### config.mk
export PLATFORM = sky130hd
export DESIGN_NAME = first_fit_block_allocator
export DESIGN_NICKNAME = d
export VERILOG_FILES = /design/src/hdl/ffba_pkg.sv /design/src/hdl/ffba_front.sv /design/src/hdl/ffba_back.sv /design/src/hdl/first_fit_block_allocator.sv
export SDC_FILE = /design/constraint.sdc
export NUM_CORES = 2
export LEC_CHECK = 0
export ABC_AREA = 1
export CAP_MARGIN = 20
export CORE_ASPECT_RATIO = 1.25
export CORE_UTILIZATION = 55
export CTS_BUF_LIST = sky130_fd_sc_hd__clkbuf_16
export DETAILED_ROUTE_END_ITERATION = 10
export DONT_BUFFER_PORTS = 1
export PLACE_DENSITY = 0.7
export SLEW_MARGIN = 20
export SYNTH_ARGS = -nofsm -noshare
export SYNTH_HDL_FRONTEND = slang
export SYNTH_SLANG_ARGS = --single-unit
### constraint.sdc
create_clock -name i_clk -period 7.93 [get_ports i_clk]
set_clock_uncertainty 0.05 [all_clocks]
set_input_delay 1.1895 -clock i_clk [delete_from_list [all_inputs] [get_ports i_clk]]
set_output_delay 1.1895 -clock i_clk [all_outputs]
set_load 0.01 [all_outputs]
### src/hdl/ffba_pkg.sv
// ---------------------------------------------------------------------------
// ffba_pkg
// Types and constants shared by the first-fit block allocator.
// ---------------------------------------------------------------------------
package ffba_pkg;

    localparam int SIZE_W = 17;
    localparam int ADDR_W = 16;
    localparam int STAT_W = 3;

    localparam logic [SIZE_W-1:0] POOL_RESET = SIZE_W'(1024);
    localparam logic [SIZE_W-1:0] POOL_MAX   = SIZE_W'(65536);

    localparam logic REQ_ALLOC = 1'b0;
    localparam logic REQ_FREE  = 1'b1;

    localparam logic [STAT_W-1:0] ST_OK       = 3'd0;
    localparam logic [STAT_W-1:0] ST_NOFIT    = 3'd1;
    localparam logic [STAT_W-1:0] ST_NOTFOUND = 3'd2;
    localparam logic [STAT_W-1:0] ST_FULL     = 3'd3;
    localparam logic [STAT_W-1:0] ST_ZERO     = 3'd4;

    typedef struct packed {
        logic              req_type;
        logic [SIZE_W-1:0] req_size;
        logic [ADDR_W-1:0] req_address;
    } t_req;

    typedef struct packed {
        logic [STAT_W-1:0] status;
        logic [ADDR_W-1:0] block_address;
    } t_rsp;

    typedef enum logic [1:0] {
        OP_ALLOC,
        OP_FREE,
        OP_ZERO
    } t_op;

    typedef struct packed {
        t_op               op;
        logic [SIZE_W-1:0] size;
        logic [ADDR_W-1:0] address;
    } t_cmd;

    typedef struct packed {
        logic [ADDR_W-1:0] start;
        logic [SIZE_W-1:0] len;
    } t_ent;

    typedef enum logic [3:0] {
        S_IDLE,
        S_INIT,
        S_FRD,
        S_FCHK,
        S_SLOT,
        S_COMMIT,
        S_SHRD,
        S_SHWR,
        S_URD,
        S_UCHK,
        S_DONE
    } t_bstate;

endpackage

### src/hdl/ffba_front.sv
// ---------------------------------------------------------------------------
// ffba_front
// Takes request transfers, classifies them and holds them in a two-entry queue.
// ---------------------------------------------------------------------------
module ffba_front
    import ffba_pkg::*;
(
    input  logic i_clk,
    input  logic i_rst_n,
    input  logic i_in_valid,
    input  t_req i_in_data,
    output logic o_in_stall,
    output logic o_cmd_valid,
    output t_cmd o_cmd,
    input  logic i_cmd_pop
);

    t_cmd       r_q [2];
    logic       r_wp;
    logic       r_rp;
    logic [1:0] r_cnt;
    t_cmd       c_cmd;
    logic       c_push;

    always_comb begin
        c_cmd.size    = i_in_data.req_size;
        c_cmd.address = i_in_data.req_address;
        if (i_in_data.req_type == REQ_FREE) begin
            c_cmd.op = OP_FREE;
        end else if (i_in_data.req_size == '0) begin
            c_cmd.op = OP_ZERO;
        end else begin
            c_cmd.op = OP_ALLOC;
        end
    end

    assign o_in_stall  = (r_cnt == 2'd2);
    assign c_push      = i_in_valid && !o_in_stall;
    assign o_cmd_valid = (r_cnt != 2'd0);
    assign o_cmd       = r_q[r_rp];

    always_ff @(posedge i_clk) begin
        if (c_push) begin
            r_q[r_wp] <= c_cmd;
        end
    end

    always_ff @(posedge i_clk) begin
        if (!i_rst_n) begin
            r_wp  <= 1'b0;
            r_rp  <= 1'b0;
            r_cnt <= 2'd0;
        end else begin
            if (c_push) begin
                r_wp <= ~r_wp;
            end
            if (i_cmd_pop) begin
                r_rp <= ~r_rp;
            end
            r_cnt <= r_cnt + 2'(c_push) - 2'(i_cmd_pop);
        end
    end

    a_pop: assert property (@(posedge i_clk) disable iff (!i_rst_n)
        i_cmd_pop |-> r_cnt != 2'd0)
        else $error("queue popped while empty");
    a_cnt: assert property (@(posedge i_clk) disable iff (!i_rst_n)
        r_cnt <= 2'd2)
        else $error("queue count above depth");
    a_ptr: assert property (@(posedge i_clk) disable iff (!i_rst_n)
        r_wp == (r_rp ^ r_cnt[0]))
        else $error("queue pointers out of step with count");

endmodule

### src/hdl/ffba_back.sv
// ---------------------------------------------------------------------------
// ffba_back
// Executes allocate, free and zero-size commands over the free and used tables.
// ---------------------------------------------------------------------------
module ffba_back
    import ffba_pkg::*;
#(
    parameter int MAX_BLOCKS = 16
) (
    input  logic              i_clk,
    input  logic              i_rst_n,
    input  logic              i_cfg_we,
    input  logic [SIZE_W-1:0] i_cfg_wdata,
    input  logic              i_cmd_valid,
    input  t_cmd              i_cmd,
    output logic              o_cmd_pop,
    output logic              o_out_valid,
    output t_rsp              o_out_data,
    input  logic              i_out_stall
);

    localparam int IW = (MAX_BLOCKS > 1) ? $clog2(MAX_BLOCKS) : 1;
    localparam int CW = $clog2(MAX_BLOCKS + 1);
    localparam logic [CW-1:0] CMAX  = CW'(MAX_BLOCKS);
    localparam logic [CW-1:0] CLAST = CW'(MAX_BLOCKS - 1);

    t_ent free_mem [MAX_BLOCKS];
    t_ent used_mem [MAX_BLOCKS];

    t_bstate           r_state;
    t_bstate           n_state;
    t_cmd              r_cmd;
    logic [CW-1:0]     r_idx;
    logic [CW-1:0]     r_fcnt;
    logic [CW-1:0]     r_ucnt;
    logic [MAX_BLOCKS-1:0] r_uvalid;
    logic [IW-1:0]     r_slot;
    logic              r_slot_ok;
    logic [IW-1:0]     r_fit;
    t_ent              r_fent;
    t_ent              r_frd;
    t_ent              r_urd;
    logic [SIZE_W-1:0] r_pool;
    logic              r_init_pend;
    logic [STAT_W-1:0] r_st;
    logic [ADDR_W-1:0] r_addr;
    logic              r_ovalid;
    t_rsp              r_out;

    logic              c_fwe;
    logic [IW-1:0]     c_fwaddr;
    t_ent              c_fwdata;
    logic [IW-1:0]     c_fraddr;
    logic              c_uwe;
    t_ent              c_uwdata;
    logic              c_out_free;
    logic              c_fits;
    logic              c_exact;
    logic              c_umatch;
    logic [SIZE_W-1:0] c_clamp;
    logic [IW-1:0]     c_idx;
    logic [CW-1:0]     c_idx1;

    assign c_idx      = r_idx[IW-1:0];
    assign c_idx1     = r_idx + CW'(1);
    assign c_out_free = !r_ovalid || !i_out_stall;
    assign c_fits     = (r_frd.len >= r_cmd.size);
    assign c_exact    = (r_fent.len == r_cmd.size);
    assign c_umatch   = (r_urd.start == r_cmd.address);

    always_comb begin
        if (i_cfg_wdata == '0) begin
            c_clamp = SIZE_W'(1);
        end else if (i_cfg_wdata > POOL_MAX) begin
            c_clamp = POOL_MAX;
        end else begin
            c_clamp = i_cfg_wdata;
        end
    end

    // next state
    always_comb begin
        n_state = r_state;
        unique case (r_state)
            S_IDLE: begin
                if (r_init_pend) begin
                    n_state = S_INIT;
                end else if (i_cmd_valid) begin
                    unique case (i_cmd.op)
                        OP_ALLOC: n_state = (r_fcnt == '0) ? S_DONE : S_FRD;
                        OP_FREE:  n_state = S_URD;
                        default:  n_state = S_DONE;
                    endcase
                end
            end
            S_INIT: n_state = S_IDLE;
            S_FRD:  n_state = S_FCHK;
            S_FCHK: begin
                if (c_fits) begin
                    if (r_ucnt == CMAX) begin
                        n_state = S_DONE;
                    end else if (r_slot_ok || !r_uvalid[c_idx]) begin
                        n_state = S_COMMIT;
                    end else begin
                        n_state = S_SLOT;
                    end
                end else if (c_idx1 == r_fcnt) begin
                    n_state = S_DONE;
                end else begin
                    n_state = S_FRD;
                end
            end
            S_SLOT: begin
                if (!r_uvalid[c_idx]) begin
                    n_state = S_COMMIT;
                end
            end
            S_COMMIT: begin
                if (c_exact && (CW'(r_fit) + CW'(1) < r_fcnt)) begin
                    n_state = S_SHRD;
                end else begin
                    n_state = S_DONE;
                end
            end
            S_SHRD: n_state = S_SHWR;
            S_SHWR: n_state = (r_idx + CW'(2) == r_fcnt) ? S_DONE : S_SHRD;
            S_URD: begin
                if (r_uvalid[c_idx]) begin
                    n_state = S_UCHK;
                end else if (r_idx == CLAST) begin
                    n_state = S_DONE;
                end
            end
            S_UCHK: begin
                if (c_umatch || r_idx == CLAST) begin
                    n_state = S_DONE;
                end else begin
                    n_state = S_URD;
                end
            end
            S_DONE: begin
                if (c_out_free) begin
                    n_state = S_IDLE;
                end
            end
            default: n_state = S_IDLE;
        endcase
    end

    // table port controls
    always_comb begin
        o_cmd_pop = 1'b0;
        c_fwe     = 1'b0;
        c_fwaddr  = c_idx;
        c_fwdata  = r_frd;
        c_fraddr  = c_idx;
        c_uwe     = 1'b0;
        c_uwdata.start = r_fent.start;
        c_uwdata.len   = r_cmd.size;
        unique case (r_state)
            S_IDLE: o_cmd_pop = !r_init_pend && i_cmd_valid;
            S_INIT: begin
                c_fwe          = 1'b1;
                c_fwaddr       = '0;
                c_fwdata.start = '0;
                c_fwdata.len   = r_pool;
            end
            S_COMMIT: begin
                c_uwe = 1'b1;
                if (!c_exact) begin
                    c_fwe          = 1'b1;
                    c_fwaddr       = r_fit;
                    c_fwdata.start = r_fent.start + ADDR_W'(r_cmd.size);
                    c_fwdata.len   = r_fent.len - r_cmd.size;
                end
            end
            S_SHRD: c_fraddr = c_idx1[IW-1:0];
            S_SHWR: c_fwe = 1'b1;
            S_UCHK: begin
                if (c_umatch && r_fcnt != CMAX) begin
                    c_fwe    = 1'b1;
                    c_fwaddr = r_fcnt[IW-1:0];
                    c_fwdata = r_urd;
                end
            end
            default: ;
        endcase
    end

    always_ff @(posedge i_clk) begin
        if (c_fwe) begin
            free_mem[c_fwaddr] <= c_fwdata;
        end
        r_frd <= free_mem[c_fraddr];
    end

    always_ff @(posedge i_clk) begin
        if (c_uwe) begin
            used_mem[r_slot] <= c_uwdata;
        end
        r_urd <= used_mem[c_idx];
    end

    always_ff @(posedge i_clk) begin
        unique case (r_state)
            S_IDLE: begin
                r_cmd <= i_cmd;
                if (i_cmd.op == OP_FREE) begin
                    r_st <= ST_NOTFOUND;
                end else if (i_cmd.op == OP_ZERO) begin
                    r_st <= ST_ZERO;
                end else begin
                    r_st <= ST_NOFIT;
                end
                r_addr <= '0;
            end
            S_FCHK: begin
                r_fit  <= c_idx;
                r_fent <= r_frd;
                if (c_fits && r_ucnt == CMAX) begin
                    r_st <= ST_FULL;
                end
                if (!r_slot_ok && !r_uvalid[c_idx]) begin
                    r_slot <= c_idx;
                end
            end
            S_SLOT: r_slot <= c_idx;
            S_COMMIT: begin
                r_st   <= ST_OK;
                r_addr <= r_fent.start;
            end
            S_UCHK: begin
                if (c_umatch) begin
                    r_st <= (r_fcnt == CMAX) ? ST_FULL : ST_OK;
                end
            end
            default: ;
        endcase
        if (r_state == S_DONE && c_out_free) begin
            r_out.status        <= r_st;
            r_out.block_address <= r_addr;
        end
    end

    always_ff @(posedge i_clk) begin
        if (!i_rst_n) begin
            r_state     <= S_IDLE;
            r_idx       <= '0;
            r_fcnt      <= '0;
            r_ucnt      <= '0;
            r_uvalid    <= '0;
            r_slot_ok   <= 1'b0;
            r_pool      <= POOL_RESET;
            r_init_pend <= 1'b1;
            r_ovalid    <= 1'b0;
        end else begin
            r_state <= n_state;
            if (i_cfg_we) begin
                r_pool      <= c_clamp;
                r_init_pend <= 1'b1;
            end else if (r_state == S_INIT) begin
                r_init_pend <= 1'b0;
            end
            if (r_state == S_DONE && c_out_free) begin
                r_ovalid <= 1'b1;
            end else if (!i_out_stall) begin
                r_ovalid <= 1'b0;
            end
            unique case (r_state)
                S_IDLE: begin
                    r_idx     <= '0;
                    r_slot_ok <= 1'b0;
                end
                S_INIT: begin
                    r_fcnt   <= CW'(1);
                    r_ucnt   <= '0;
                    r_uvalid <= '0;
                end
                S_FRD: ;
                S_FCHK: begin
                    if (!r_slot_ok && !r_uvalid[c_idx]) begin
                        r_slot_ok <= 1'b1;
                    end
                    if (c_fits) begin
                        r_idx <= c_idx1;
                    end else begin
                        r_idx <= c_idx1;
                    end
                end
                S_SLOT: begin
                    if (r_uvalid[c_idx]) begin
                        r_idx <= c_idx1;
                    end
                end
                S_COMMIT: begin
                    r_uvalid[r_slot] <= 1'b1;
                    r_ucnt           <= r_ucnt + CW'(1);
                    r_idx            <= CW'(r_fit);
                    if (c_exact && !(CW'(r_fit) + CW'(1) < r_fcnt)) begin
                        r_fcnt <= r_fcnt - CW'(1);
                    end
                end
                S_SHRD: ;
                S_SHWR: begin
                    r_idx <= c_idx1;
                    if (r_idx + CW'(2) == r_fcnt) begin
                        r_fcnt <= r_fcnt - CW'(1);
                    end
                end
                S_URD: begin
                    if (!r_uvalid[c_idx] && r_idx != CLAST) begin
                        r_idx <= c_idx1;
                    end
                end
                S_UCHK: begin
                    if (c_umatch) begin
                        if (r_fcnt != CMAX) begin
                            r_fcnt          <= r_fcnt + CW'(1);
                            r_uvalid[c_idx] <= 1'b0;
                            r_ucnt          <= r_ucnt - CW'(1);
                        end
                    end else if (r_idx != CLAST) begin
                        r_idx <= c_idx1;
                    end
                end
                default: ;
            endcase
        end
    end

    assign o_out_valid = r_ovalid;
    assign o_out_data  = r_out;

    a_ucnt: assert property (@(posedge i_clk) disable iff (!i_rst_n)
        r_ucnt == CW'($countones(r_uvalid)))
        else $error("used count out of step with valid bits");
    a_fcnt: assert property (@(posedge i_clk) disable iff (!i_rst_n)
        r_fcnt <= CMAX)
        else $error("free count above table depth");
    a_slot: assert property (@(posedge i_clk) disable iff (!i_rst_n)
        r_state == S_SLOT |-> r_ucnt != CMAX)
        else $error("slot search with full used table");
    a_commit: assert property (@(posedge i_clk) disable iff (!i_rst_n)
        r_state == S_COMMIT |-> !r_uvalid[r_slot])
        else $error("commit into a live used slot");

endmodule

### src/hdl/first_fit_block_allocator.sv
// ---------------------------------------------------------------------------
// first_fit_block_allocator
// First-fit allocator over one pool with free and used descriptor tables.
// ---------------------------------------------------------------------------
//  channel   valid         stall         payload
//  request   i_in_valid    o_in_stall    i_in_data  (t_req)
//  result    o_out_valid   i_out_stall   o_out_data (t_rsp)
//  config    i_cfg_we      -             i_cfg_wdata (pool_size)
//
//  Allocate: reads and checks free descriptors in turn, searches further used
//  slots as needed, commits, and shifts entries if an exact fit closes a hole.
//  Free: reads each used slot in turn and checks the address of each live one.
//  Every request also passes a dispatch state and a result state.
//  Reset or a pool_size write rebuilds the tables in the S_INIT state.
//  A two-entry queue lets requests enter while a result is stalled.
// ---------------------------------------------------------------------------
module first_fit_block_allocator
    import ffba_pkg::*;
#(
    parameter int MAX_BLOCKS = 16
) (
    input  logic              i_clk,
    input  logic              i_rst_n,
    input  logic              i_cfg_we,
    input  logic [SIZE_W-1:0] i_cfg_wdata,
    input  logic              i_in_valid,
    input  t_req              i_in_data,
    output logic              o_in_stall,
    output logic              o_out_valid,
    output t_rsp              o_out_data,
    input  logic              i_out_stall
);

    logic cmd_valid;
    t_cmd cmd;
    logic cmd_pop;

    ffba_front u_front (
        .i_clk       (i_clk),
        .i_rst_n     (i_rst_n),
        .i_in_valid  (i_in_valid),
        .i_in_data   (i_in_data),
        .o_in_stall  (o_in_stall),
        .o_cmd_valid (cmd_valid),
        .o_cmd       (cmd),
        .i_cmd_pop   (cmd_pop)
    );

    ffba_back #(
        .MAX_BLOCKS (MAX_BLOCKS)
    ) u_back (
        .i_clk       (i_clk),
        .i_rst_n     (i_rst_n),
        .i_cfg_we    (i_cfg_we),
        .i_cfg_wdata (i_cfg_wdata),
        .i_cmd_valid (cmd_valid),
        .i_cmd       (cmd),
        .o_cmd_pop   (cmd_pop),
        .o_out_valid (o_out_valid),
        .o_out_data  (o_out_data),
        .i_out_stall (i_out_stall)
    );

endmodule
==> results.md <==
- Area share of the largest cell type after synthesis: 66.9%
- Global-route total usage across every layer: 29.1%
- Summed negative setup slack over all endpoints: 0 ps
- Xor and xnor fraction of the mapped netlist area: 0.426%
- Syn Nets: 4659
- Internal Pwr Total: 0.0143 W
- TritonCTS clock tree: yes
- Design Power: 0.0217 W
- Mux share of post-synthesis cell area: 0.669%
- Util after Layout: 61.0%
- Placed cell count: 5679
- Number of global-route vias before repair: 34500
- Type of destination of the critical path: flip-flop
- Num ports: 77
- Maximum Capacitance Violations: 0
- Core box area: 0.100 sq mm
- Mean number of vias per cell: 6.11
- Final #Nets: 4625
- Power density over the cells: 355 mW/mm^2
- Classification of the worst setup path: flip-flop to flip-flop
- Detailed Route Iter0 Violations: 4072
- Slowest-stage cell, CP: edfxtp_1
- Share of power burned in registers: 47.3%
- FF+latch count, synth: 1364
- Nature of the critical path startpoint: flip-flop
- Hold WC Path Type: flip-flop to flip-flop
- Clock power share: 27.4%
- Cells resized by post-CTS repair: 0
- Required time of the critical path: 8270 ps
- Overall overflow remaining after global route: 0
- Gpl congestion: 0.968
- Proportion of synthesized chip area in sequential cells: 71.4%
- Maximum number of pins on one net before global-route repair: 206
- Number of buffer cells added on primary ports: 0
- Switching power as a share of total power: 34.2%
- Number of buffers on the longest clock path: 3
- Max-slew violation total from the final report: 0
- DR DRC count: 0
- Hold buffers post-CTS: 0
- Top achievable clock speed: 215 MHz
- Yosys warning count: 0
- Power dissipated by switching net loads: 0.00743 W
- Combinational group share of total power: 25.3%
- Most frequent CP cell: nand2_1
- Number of buffers inserted during clock tree synthesis: 130
- Most frequent standard cell in the layout excluding fill and tap cells: edfxtp_1
- Final setup violation count: 0
- Die width: 286 um
- P_leak: 21.2 nW
- Most area-hungry cell type in the Yosys netlist: edfxtp_1
- Initial Util: 55.4%
- Post-synthesis adder-cell area fraction: 1.72%
- Number of sinks driven by the clock tree: 1364
- Post-route non-filler standard cell count: 5924
- Average wire length per cell after detail routing: 25.1 um
- Clock latency on the worst-skew pair: 760 ps
- Status: completed
- Layout Area Growth over Synthesis: 10.2%
- Total vias in the final route: 36200
- Largest family of logic cells by synthesized area: compound AO/OA/AOI/OAI gates
- RSZ-0062 raised after global routing: no
- Global-route wire length before repair: 218000 um
- Maximum VDD drop: 0.237 mV
- Leading register cell type out of synthesis: edfxtp_1
- Most frequent cells in the layout: edfxtp_1, nor2_1, o21ai_0
- Final antenna diode count: 0
- Clock H-tree levels: 4
- Core Rows: 130
- Period utilization: 58.8%
- Area of the mapped netlist: 0.0556 sq mm
- Number of enable-type register cells in the synthesized netlist: 1238
- Highest net fanout along the worst path: 23
- Basic-gate share of the synthesized area counting and, or, nand and nor cells: 10.8%
- Initial DRT Pass Iterations: 6
- Floorplan die area: 0.102 sq mm
- Fraction of final layout cells with drive strength greater than 1: 8.60%
- Minimum clock period: 4660 ps
- Critical path, cell by cell: inv_1, ha_1, nand2_1, nor3_1, nand2_1, nor2_1, o21ai_0, nand3b_1, nand2_1, nor2_4, buf_4
- Total count of hold-check failures in the final report: 0
- Synth area leaders: edfxtp_1, o21ai_0, nor2_1
- Worst path max stage delay: 770 ps
- Number of nets with antenna violations after routing: 0
- Post-CTS setup buffer count: 0
- Mean cell area of the mapped netlist: 12.3 sq um
- Fraction of synthesis flops using an asynchronous set or reset pin: 0%
- Final WL: 149000 um
- Die Y-Extent: 357 um
- Transition time of the tightest slew-check pin: 1160 ps
- Clk pin slew, worst setup/hold paths: 60 ps
- Root Buffer Master: clkbuf_16
- Antenna violations before repair: 5
- DP Wirelength: 87900 um
- Number of instances in the synthesized netlist: 4529
- Compound-gate portion of the synthesized area: 11.4%
- Worst-case headroom to the max-slew limit: 22.4%
- Library cells used by synthesis: 53
- Arrival time of data at the critical path endpoint: 5000 ps
[cell usage after synthesis (8+ instances only)]
| master | count |
|---|---|
| inv_1 | 215 |
| or2_2 | 15 |
| o211ai_1 | 90 |
| nand2_1 | 498 |
| buf_6 | 8 |
| o21ai_0 | 613 |
| xnor2_1 | 9 |
| dfxtp_1 | 126 |
| ha_1 | 70 |
| nor2_1 | 711 |
| clkbuf_1 | 135 |
| o221ai_1 | 61 |
| edfxtp_1 | 1238 |
| nor4_1 | 8 |
| mux2_2 | 33 |
| o21ai_1 | 30 |
| a21oi_1 | 96 |
| inv_2 | 11 |
| buf_2 | 86 |
| o22ai_1 | 170 |
| xor2_1 | 18 |
| a31oi_1 | 10 |
| nand3_1 | 115 |
| nand4_1 | 61 |
| nor3_1 | 13 |
[per-layer routing]
metal / routed length (um) / GRT usage [%] / vias to the layer above
met5: 21 / 0 / -
met1: 56100 / 36.7 / 17800
met2: 71600 / 47.2 / 1685
met3: 12900 / 5.78 / 324
li1: - / - / 16400
met4: 8450 / 16.5 / 4
[metrics by stage]
stage / area, sq um / setup slack, ps / hold slack [ps]
floorplan: 55600 / 3920 / 350
global placement: 57000 / 3300 / 353
detailed placement: 57100 / 3250 / 356
CTS: 61200 / 3240 / 367
global route: 61300 / 3050 / 381
finish: 61300 / 3270 / 363
[final timing paths]
kind / from / endpoint / slack (ps) / cells past startpoint
hold / removal: u_back.r_addr[7] / u_back.o_out_data[7] / 360 / 0
setup / recovery: u_back.c_uwdata[4] / u_back.free_mem[3][19] / 3270 / 11
setup reg to reg: u_back.c_uwdata[4] / u_back.free_mem[3][19] / 3270 / 11
hold reg to reg: u_back.r_addr[7] / u_back.o_out_data[7] / 360 / 0
[worst max-delay path: cells and delay by family, from the launching register on]
kind	cells	cell delay, ps
AND/OR/NAND/NOR	7	2210
flip-flops	1	770
adder cells (fa/ha/maj)	1	430
AO/OA/AOI/OAI	1	160
buffers and inverters	2	640
[state kept, by name (all words and copies together) (netlist names), 2 cells and up, named ones only]
name and cells:
u_back.r_addr 16, u_back.r_urd 33, u_back.free_mem 528, u_back.r_slot 4
u_back.o_out_data 19, u_back.used_mem 528, u_back.c_uwdata 33, u_back.r_fcnt 5
u_back.r_frd 33, u_back.r_idx 5, u_back.r_pool 17, u_back.r_state 4
u_back.r_fent 17, u_front.r_q 70, u_back.r_fit 4, u_back.r_uvalid 16
u_front.r_cnt 2, u_back.r_cmd 16, u_back.r_st 3, u_back.r_ucnt 5
[final cells by class]
type | count | area, sq um
tap | 1320 | 1650
clock buffer | 136 | 3400
sequential | 1364 | 39700
timing repair buffer | 76 | 656
inverter | 228 | 871
clock inverter | 105 | 708
fill | 7572 | 39100
multi-input combinational | 2695 | 14300
[logic make-up after synthesis]
| logic type | count (synthesis) |
|---|---|
| buf+inv | 470 |
| mux | 33 |
| xor+xnor | 27 |
| fa+ha+maj | 74 |
| simple gates | 1454 |
| flops | 1364 |
| compound gates | 1107 |
[power by group through the flow]
stage                     sequential, W  combinational [W]  clock (W)
after floorplan                 0.00999            0.00360          0
after global placement           0.0104            0.00530          0
after detailed placement         0.0104            0.00539          0
after CTS                        0.0102            0.00542    0.00603
after global routing             0.0103            0.00599    0.00629
final                            0.0103            0.00550    0.00597
Power figures use the tool's default switching activity.
